$ cat config.mk
export PLATFORM = sky130hd
export DESIGN_NAME = parity_split_insertion_sort
export DESIGN_NICKNAME = d
export VERILOG_FILES = /design/src/rtl/core/psis_pkg.sv /design/src/rtl/core/psis_cell.sv /design/src/rtl/core/psis_chain.sv /design/src/rtl/core/parity_split_insertion_sort.sv
export SDC_FILE = /design/constraint.sdc
export NUM_CORES = 2
export LEC_CHECK = 0
export BUFFER_PORTS_ARGS = -buffer_cell sky130_fd_sc_hd__buf_2
export CAP_MARGIN = 20
export CORE_MARGIN = 5
export CORE_UTILIZATION = 30
export CTS_BUF_LIST = sky130_fd_sc_hd__clkbuf_16
export CTS_CLUSTER_DIAMETER = 60
export DETAILED_ROUTE_END_ITERATION = 8
export HOLD_SLACK_MARGIN = 0.05
export SYNTH_ARGS = -nofsm -noshare
export SYNTH_HDL_FRONTEND = slang
export SYNTH_SLANG_ARGS = --single-unit
export TNS_END_PERCENT = 100
$ cat constraint.sdc
create_clock -name clk -period 5.7 [get_ports clk]
set_clock_uncertainty 0.1 [all_clocks]
set_input_delay 1.14 -clock clk [delete_from_list [all_inputs] [get_ports clk]]
set_output_delay 1.14 -clock clk [all_outputs]
set_load 0.05 [all_outputs]
$ cat src/rtl/core/psis_pkg.sv
// Shared types for the parity split insertion sorter.
// Holds the beat payload structs and the cell control struct; no dependencies.
`default_nettype none

package psis_pkg;

  localparam int unsigned DATA_W = 32;

  typedef logic signed [DATA_W-1:0] word_t;

  // Input beat: one list element.
  typedef struct packed {
    word_t value;
    logic  last;
  } item_t;

  // Output beat: one element of the rearranged list.
  typedef struct packed {
    word_t value_res;
    logic  final_res;
    logic  overflow;
  } res_t;

  // Control shared by every cell of a chain.
  typedef struct packed {
    logic insert;  // place the broadcast word into the sorted row
    logic shift;   // move every word one cell toward the head
  } chain_ctrl_t;

endpackage

`default_nettype wire

$ cat src/rtl/core/psis_cell.sv
// One compare-and-shift cell of a sorted chain.
// Depends on psis_pkg for the word and control types.
`default_nettype none

module psis_cell #(
  parameter bit DESC = 1'b1
) (
  input  wire                 clk,
  input  psis_pkg::chain_ctrl_t ctrl,
  input  wire                 occ,
  input  psis_pkg::word_t     din,
  input  psis_pkg::word_t     prev_val,
  input  wire                 prev_move,
  input  psis_pkg::word_t     next_val,
  output psis_pkg::word_t     val,
  output logic                move
);

  logic cmp;

  // The new word passes this cell when it belongs in front of the held word.
  // An empty cell always yields, so the first empty cell catches the word.
  always_comb begin
    if (DESC) begin
      cmp = (din >= val);
    end else begin
      cmp = (val >= din);
    end
    move = !occ || cmp;
  end

  // On insert a yielding cell takes its left neighbor's word, or the new word
  // if the neighbor stays put. On shift it takes its right neighbor's word.
  always_ff @(posedge clk) begin
    if (ctrl.insert && move) begin
      val <= prev_move ? prev_val : din;
    end else if (ctrl.shift) begin
      val <= next_val;
    end
  end

endmodule

`default_nettype wire

$ cat src/rtl/core/psis_chain.sv
// A row of compare-and-shift cells that keeps one parity group sorted.
// Depends on psis_pkg and psis_cell.
`default_nettype none

module psis_chain #(
  parameter int unsigned DEPTH = 8,
  parameter bit          DESC  = 1'b1,
  localparam int unsigned NW   = $clog2(DEPTH + 1)
) (
  input  wire                   clk,
  input  psis_pkg::chain_ctrl_t ctrl,
  input  wire [NW-1:0]          fill,
  input  psis_pkg::word_t       din,
  output psis_pkg::word_t       head
);

  psis_pkg::word_t vals [DEPTH];
  logic [DEPTH-1:0] moves;

  for (genvar i = 0; i < DEPTH; i++) begin : g_cell
    localparam logic [NW-1:0] IDX = NW'(i);
    psis_pkg::word_t prev_val;
    psis_pkg::word_t next_val;
    logic            prev_move;
    logic            occ;

    // Neighbor links; the ends of the row see a neutral neighbor.
    if (i == 0) begin : g_first
      assign prev_val  = din;
      assign prev_move = 1'b0;
    end else begin : g_mid
      assign prev_val  = vals[i-1];
      assign prev_move = moves[i-1];
    end
    if (i == DEPTH - 1) begin : g_last
      assign next_val = vals[i];
    end else begin : g_inner
      assign next_val = vals[i+1];
    end

    assign occ = (IDX < fill);

    psis_cell #(
      .DESC(DESC)
    ) u_cell (
      .clk      (clk),
      .ctrl     (ctrl),
      .occ      (occ),
      .din      (din),
      .prev_val (prev_val),
      .prev_move(prev_move),
      .next_val (next_val),
      .val      (vals[i]),
      .move     (moves[i])
    );
  end

  assign head = vals[0];

endmodule

`default_nettype wire

$ cat src/rtl/core/parity_split_insertion_sort.sv
// Parity split insertion sorter: the load sequencer, the two cell chains and
// the output register. Depends on psis_pkg, psis_chain and psis_cell.
//
// Elements arrive one beat per cycle while no drain runs. Even positions go
// into a descending row of cells, odd positions into an ascending row; each
// row inserts one element per cycle with every cell comparing against the new
// word in parallel. The beat marked last starts the output: the input stalls
// while the two rows take turns shifting toward their heads and one result
// beat per cycle is emitted in position order while the output does not
// stall. Elements beyond CAPACITY are dropped and every result beat of that
// list carries the overflow flag.
`default_nettype none

module parity_split_insertion_sort #(
  parameter int unsigned CAPACITY = 16
) (
  input  wire             clk,
  input  wire             rst,
  input  wire             item_valid,
  output logic            item_stall,
  input  psis_pkg::item_t item,
  output logic            res_valid,
  input  wire             res_stall,
  output psis_pkg::res_t  res
);

  localparam int unsigned EVEN_DEPTH = (CAPACITY + 1) / 2;
  localparam int unsigned ODD_DEPTH  = CAPACITY / 2;
  localparam int unsigned CW         = $clog2(CAPACITY + 1);
  localparam int unsigned EW         = $clog2(EVEN_DEPTH + 1);
  localparam int unsigned OW         = $clog2(ODD_DEPTH + 1);
  localparam logic [CW-1:0] CAP      = CW'(CAPACITY);

  logic [CW-1:0] count;
  logic          dropped;
  logic          draining;
  logic [CW-1:0] remain;
  logic          odd_turn;
  logic          ovf;

  logic          in_acc;
  logic          out_acc;
  logic          has_room;
  logic          load_out;
  logic [CW:0]   count_p1;
  logic [EW-1:0] even_fill;
  logic [OW-1:0] odd_fill;

  psis_pkg::chain_ctrl_t even_ctrl;
  psis_pkg::chain_ctrl_t odd_ctrl;
  psis_pkg::word_t       even_head;
  psis_pkg::word_t       odd_head;

  // Handshake and sequencing conditions.
  assign item_stall = draining;
  assign in_acc     = item_valid && !item_stall;
  assign out_acc    = res_valid && !res_stall;
  assign has_room   = (count < CAP);
  assign load_out   = draining && (!res_valid || !res_stall);

  // Fill levels of the two rows for the element about to be inserted.
  assign count_p1  = {1'b0, count} + 1'b1;
  assign even_fill = EW'(count_p1 >> 1);
  assign odd_fill  = OW'(count >> 1);

  // Insert into the row of the element's parity; shift the row just read.
  always_comb begin
    even_ctrl.insert = in_acc && has_room && !count[0];
    odd_ctrl.insert  = in_acc && has_room && count[0];
    even_ctrl.shift  = load_out && !odd_turn;
    odd_ctrl.shift   = load_out && odd_turn;
  end

  psis_chain #(
    .DEPTH(EVEN_DEPTH),
    .DESC (1'b1)
  ) u_even (
    .clk (clk),
    .ctrl(even_ctrl),
    .fill(even_fill),
    .din (item.value),
    .head(even_head)
  );

  psis_chain #(
    .DEPTH(ODD_DEPTH),
    .DESC (1'b0)
  ) u_odd (
    .clk (clk),
    .ctrl(odd_ctrl),
    .fill(odd_fill),
    .din (item.value),
    .head(odd_head)
  );

  // Load sequencer: counts stored elements and starts the drain on last.
  always_ff @(posedge clk) begin
    if (rst) begin
      count    <= '0;
      dropped  <= 1'b0;
      draining <= 1'b0;
      remain   <= '0;
      odd_turn <= 1'b0;
      ovf      <= 1'b0;
    end else begin
      if (in_acc) begin
        if (item.last) begin
          draining <= 1'b1;
          remain   <= has_room ? CW'(count_p1) : count;
          ovf      <= dropped || !has_room;
          odd_turn <= 1'b0;
          count    <= '0;
          dropped  <= 1'b0;
        end else if (has_room) begin
          count <= CW'(count_p1);
        end else begin
          dropped <= 1'b1;
        end
      end
      if (load_out) begin
        remain   <= remain - 1'b1;
        odd_turn <= !odd_turn;
        if (remain == CW'(1)) begin
          draining <= 1'b0;
        end
      end
    end
  end

  // Output register: takes the next result beat whenever it is free.
  always_ff @(posedge clk) begin
    if (rst) begin
      res_valid <= 1'b0;
    end else if (load_out) begin
      res_valid <= 1'b1;
    end else if (out_acc) begin
      res_valid <= 1'b0;
    end
  end

  always_ff @(posedge clk) begin
    if (load_out) begin
      res.value_res <= odd_turn ? odd_head : even_head;
      res.final_res <= (remain == CW'(1));
      res.overflow  <= ovf;
    end
  end

  // The drain runs exactly while beats remain to be emitted.
  a_drain_count : assert property (@(posedge clk) disable iff (rst)
    draining == (remain != '0))
    else $error("drain flag and remaining count disagree");

  // Accepting a last beat always starts a drain of at least one beat.
  a_last_starts : assert property (@(posedge clk) disable iff (rst)
    (in_acc && item.last) |=> (draining && remain != '0))
    else $error("last beat did not start the output");

  // No element is stored while a drain is running.
  a_idle_count : assert property (@(posedge clk) disable iff (rst)
    draining |-> (count == '0 && !dropped))
    else $error("list state not cleared during drain");

  // The final beat of a list is loaded only as the drain ends.
  a_final_end : assert property (@(posedge clk) disable iff (rst)
    (load_out && remain == CW'(1)) |=> (!draining && res_valid && res.final_res))
    else $error("final beat not marked at end of drain");

endmodule

`default_nettype wire

* Word-level counts from Yosys, hierarchy flattened
Index checks and enable logic that the tools add are counted.
Word-level totals: output and inout bits 36, register bits 561, word-level logic and storage cells 206, input bits 37, memories 0, bits in latches 0, ROM bits 0, memory bits (writable) 0
Operators by class: shift-type cells 0, equality and inequality tests 2, order comparisons 33, reductions and logical operators 84, multipliers 0, bitwise logic cells 0, divide/modulo/power cells 0, mux-type cells 59, add/sub/neg operators 2
Operators with widths (number):
- $mux W32 | 43
- $ge A32 B32 Y1 | 16
- $reduce_bool A2 Y1 | 17
- $lt A3 B4 Y1 const A | 8
- $mux W5 | 5
- $logic_and A1 B1 Y1 | 24
- $logic_not A1 Y1 | 22
- $logic_or A1 B1 Y1 | 18
- $lt A1 B4 Y1 const A | 4
- $lt A2 B4 Y1 const A | 4
- $mux W1 | 11
- $reduce_and A2 Y1 | 3
- $add A5 B1 Y5 const B | 1
- $eq A5 B1 Y1 const B | 1
- $lt A5 B5 Y1 const B | 1
- $sub A5 B1 Y5 const B | 1
- $ne A2 B2 Y1 const B | 1

* Logic depth before layout (Yosys ltp)
word-level depth 6, depth in mapped cells 13, depth with buffers taken out 10

* Hierarchy
Synthesis repeated with hierarchy kept, for this count alone.
Second synthesis, totals: cells, all modules 4098, area, all modules 44594.0 µm²
By module, submodules not included:
- psis_cell (u_even.g_cell[0].u_cell ...) | area an instance 2740.1 µm², seq. area each 960.9 µm², instances 8, cells each 228
- psis_cell (u_odd.g_cell[0].u_cell ...) | area an instance 2538.7 µm², seq. area each 960.9 µm², instances 8, cells each 261
- parity_split_insertion_sort | area an instance 2235.9 µm², seq. area each 1321.3 µm², instances 1, cells each 168
- psis_chain | area an instance 63.8 µm², seq. area each 0.0 µm², instances 2, cells each 9

* Least setup slack after synthesis
OpenSTA, ideal clock, no wires.
path kind input to register, start input port item[10] in the netlist's numbering, end register u_even.g_cell[7].u_cell.val[0], enable pin, required time 5159 ps, setup time 441 ps, stages on the path 9, arrival time 4323 ps, slack 837 ps, path buffers 0, path through ha_1 -> a21o_1 -> a21o_1 -> a211o_1 -> o211ai_1 -> a41oi_1 -> a311oi_1 -> mux2i_1 -> a31oi_1
Between the ends: longest elaborated chain between the ends 3
Ends and longest elaborated chain:
- from (decl) | line parity_split_insertion_sort.sv:21 | input psis_pkg::item_t item,
- $ge A32 B32 Y1 | line psis_cell.sv:25 | cmp = (din >= val);
- $logic_or A1 B1 Y1 | line psis_cell.sv:29 | move = !occ || cmp;
- $logic_and A1 B1 Y1 | line psis_cell.sv:35 | if (ctrl.insert && move) begin
- to (signal assigned) | line psis_cell.sv:36 | val <= prev_move ? prev_val : din;
- to (signal assigned) | line psis_cell.sv:38 | val <= next_val;
- to (decl) | line psis_cell.sv:15 | output psis_pkg::word_t val,
Every way passes these cells. A chain may end at the register's enable or synchronous reset.

* Worst setup path after layout
start input port item[1] in the netlist's numbering, end register u_even.g_cell[3].u_cell.val[26] (data pin)
Between the ends: longest elaborated chain between the ends 4, elaborated cells on any way between the ends 7, those cells by class order compare (2); mux (2); reduce/logical (3)
Ends and longest elaborated chain (line):
- $ge A32 B32 Y1 | psis_cell.sv:25
- $logic_or A1 B1 Y1 | psis_cell.sv:29
- $mux W32 / $logic_and A1 B1 Y1 (equally long branches) | psis_cell.sv:36, psis_cell.sv:35
- $mux W32 (*) | psis_cell.sv:35
- to (signal assigned) | psis_cell.sv:36
- to (signal assigned) | psis_cell.sv:38
- to (decl) | psis_cell.sv:15
Every way passes the cells marked *; elsewhere a longest branch is shown, timed or not.

==> flow_summary.yaml <==
run_status:
  status: "finished clean"
synthesis:
  yosys.area_share.simple_pct: 10.5
  yosysTopAreaCell: "edfxtp_1"
  synth_top_family_by_area: "adder cells"
  yosysTopAreaCellShare_pct: 41.9
  ys_ff_latch: 561
  syn-instance-count: 3910
  synthAdderAreaFrac_pct: 15.5
  ys_seq_area_share_pct: 42.7
  synth_compound_area_share_pct: 14.4
  synth_xor_xnor_area_share_pct: 0.112
  synth_fp_nets: 4431
  synth.most_common_cell: "edfxtp_1"
  synth_common_cells: "edfxtp_1, ha_1, nand2_1"
  post_synth_num_cell_types: 71
  synthFlopType: "edfxtp_1"
  synth-edff-count: 546
  yosysWarnings: 0
  syn_area_mm2: 0.0391
  avgSynthCellArea_um2: 10.0
  ys_top_cells_by_area: "edfxtp_1, ha_1, mux2i_1, a21oi_1, nand2_1"
  synthArstFlopShare_pct: 0
  synth.mux.area_fraction_pct: 11.0
timing:
  clock.fmax_mhz: 219
  setup_viol: 0
  min_period_ns: 4.56
  finalCritPeriodShare_pct: 80.1
  maxSlewHeadroom_pct: 32.3
  whs_ns: 0.382
  rsz0062_at_grt: "no"
  drv_slew: 0
  hold_violations: 0
  finalSetupTns_ns: 0
  tightest_slew_ns: 1.02
detailed_routing:
  postRouteAntennaNets: 0
  num_vias: 29500
  wl_met2_um: 51600
  wl_met3_um: 4420
  drt_iter0_drc: 2311
  drt-total-wl_um: 109000
  met1_length_um: 49400
  vias_per_cell: 5.14
  maxUsedRoutingLayer: "met4"
  firstDrtPassIters: 5
  drc: 0
  wl_per_cell_um: 19.0
place:
  gp_congestion: 0.844
  hpwl_um: 85200
  port_buffers: 72
finish:
  nets: 4461
  drive_above_1_share_pct: 8.62
  syn_to_final_growth_pct: 12.0
  fillers: 13200
  postLayoutCoreUtil_pct: 33.8
floorplanning:
  pin_count: 73
  die_w_um: 371
  start_util_pct: 30.2
  die_y_um: 371
  dieArea_mm2: 0.138
  core_mm2: 0.129
  rows: 132
critical_path:
  start_kind: "primary input"
  worstPathRequired_ns: 5.94
  r2r_slack_ns: 1.78
  reg2reg_from: "u_even.g_cell[2].u_cell.val[7]"
  reg2regPathDepth: 9
  critical_path.endpoint_type: "flip-flop"
  cp_max_fo: 32
  worstPathArrival_ns: 4.81
  reg2reg_to: "u_even.g_cell[3].u_cell.val[26]"
  crit_type: "in -> reg"
hold_path:
  min_to: "remain[4]"
  holdCritStartpoint: "remain[4]"
  hold_class: "reg -> reg"
  worstHoldPathCells: 2
power:
  p_leak_nw: 20.2
  p_per_area_mw_per_mm2: 278
  worst_ir_drop_vdd_v: 0.000199
clock_tree:
  clock_path_buffers: 3
  cts_hold_buffers: 0
  cts_tree: "done"
  cts_made_buffers: 67
  clk_pin_slew_ns: 0.06
  ctsHtreeMaxLevel: 3
  cts_resized: 0
  cts.sinks: 561
  cts_setup_buffers: 0
  worstSkewPairLatency_ns: 0.63
  clockRootBuffer: "clkbuf_16"
flow_run:
  maxCapViolations: 0
global_route:
  grt_pass1_wl_um: 168000
  antenna_found_initial: 10
  grt_use_total_pct: 15.4
  grt_pass1_vias: 28900
  grt_start_max_net_pins: 65
  grt-ovfl-total: 0
[kinds of logic (layout without fill, tap and decap cells)]
kind of cell,after synthesis,count (layout)
buffers and inverters,527,609
adder cells (fa/ha/maj),484,484
XOR/XNOR,5,5
AND/OR/NAND/NOR,875,875
multiplexers,426,426
AO/OA/AOI/OAI,1032,1032
other,0,2
flip-flops,561,561
[cell usage in the layout, fill, tap and decap left out, drive strengths merged, types with 8 or more instances in the layout]
master / count
a211oi: 24
a21boi: 8
a21o: 22
a21oi: 435
a221oi: 12
a31oi: 8
and4: 20
buf: 177
clkbuf: 71
clkinv: 19
dfxtp: 15
edfxtp: 546
ha: 484
inv: 335
mux2: 36
mux2i: 390
nand2: 476
nand2b: 18
nand3: 79
nand4: 100
nor2: 81
nor2b: 17
nor3: 23
nor4: 24
o211ai: 27
o21a: 9
o21ai: 438
o31ai: 12
or3: 10
[sequential cells by signal, summed over array words and instances, names as in the netlist]
signal and flops:
count 5, dropped 1, item_stall 1, odd_turn 1, ovf 1, remain 5, res 34, res_valid 1
u_even.g_cell.u_cell.val 256, u_odd.g_cell.u_cell.val 256
[critical path, stage by stage]
cell and delay [ns]:
buf_2 0.27, inv_1 0.34, ha_1 0.32, nor2b_1 0.11, o211ai_1 0.08, a2111oi_0 0.75, o31ai_1 0.18, a31oi_1 0.35
or3_2 0.87, mux2i_1 0.26, o21ai_0 0.09
[cell type report]
cell class	count	area, um2	share of cell area, %
multi-input cells	2822	20300	46.4
flip-flops and latches	561	16700	38.1
well taps	1742	2180	4.98
clock buffers	71	1780	4.06
repair buffers	177	1260	2.88
inverters	311	1170	2.67
clock inverters	50	394	0.900
diodes	2	5.00	0.0114
[power by group]
group	internal (W)	switching, W	leakage (nW)
Combinational	0.000876	0.00159	13.8
Sequential	0.00508	0.000283	5.26
Clock	0.00252	0.00182	1.13
Total	0.00848	0.00370	20.2
[worst max-delay path by stage]
| stage | depth (start not counted) | from | slack (ns) | end |
|---|---|---|---|---|
| CTS | 11 | item[1] | 1.21 | u_even.g_cell[3].u_cell.val[26] |
| finish | 11 | item[1] | 1.14 | u_even.g_cell[3].u_cell.val[26] |
| global placement | 11 | item[1] | 0.62 | u_even.g_cell[3].u_cell.val[6] |
| floorplan | 9 | item[10] | 0.84 | u_even.g_cell[7].u_cell.val[0] |
| detailed placement | 11 | item[1] | 0.55 | u_even.g_cell[3].u_cell.val[26] |
| global route | 11 | item[1] | 0.94 | u_even.g_cell[3].u_cell.val[21] |
[layer usage]
layer,GRT usage [%],up-vias
met3,1.84,162
met2,26.2,638
met4,5.46,0
li1,-,14500
met1,20.2,14200
met5,0,-
[stage by stage]
step / area [um2] / setup slack (ns) / total power (W) / cells
floorplan: 39100 / 0.837 / 0.00702 / 3910
global placement: 41600 / 0.617 / 0.00782 / 5613
detailed placement: 41600 / 0.551 / 0.00791 / 5613
CTS: 43800 / 1.21 / 0.0123 / 5734
global route: 43800 / 0.936 / 0.0128 / 5735
finish: 43800 / 1.14 / 0.0122 / 5736
No activity file was read; power rests on OpenSTA's default activity.
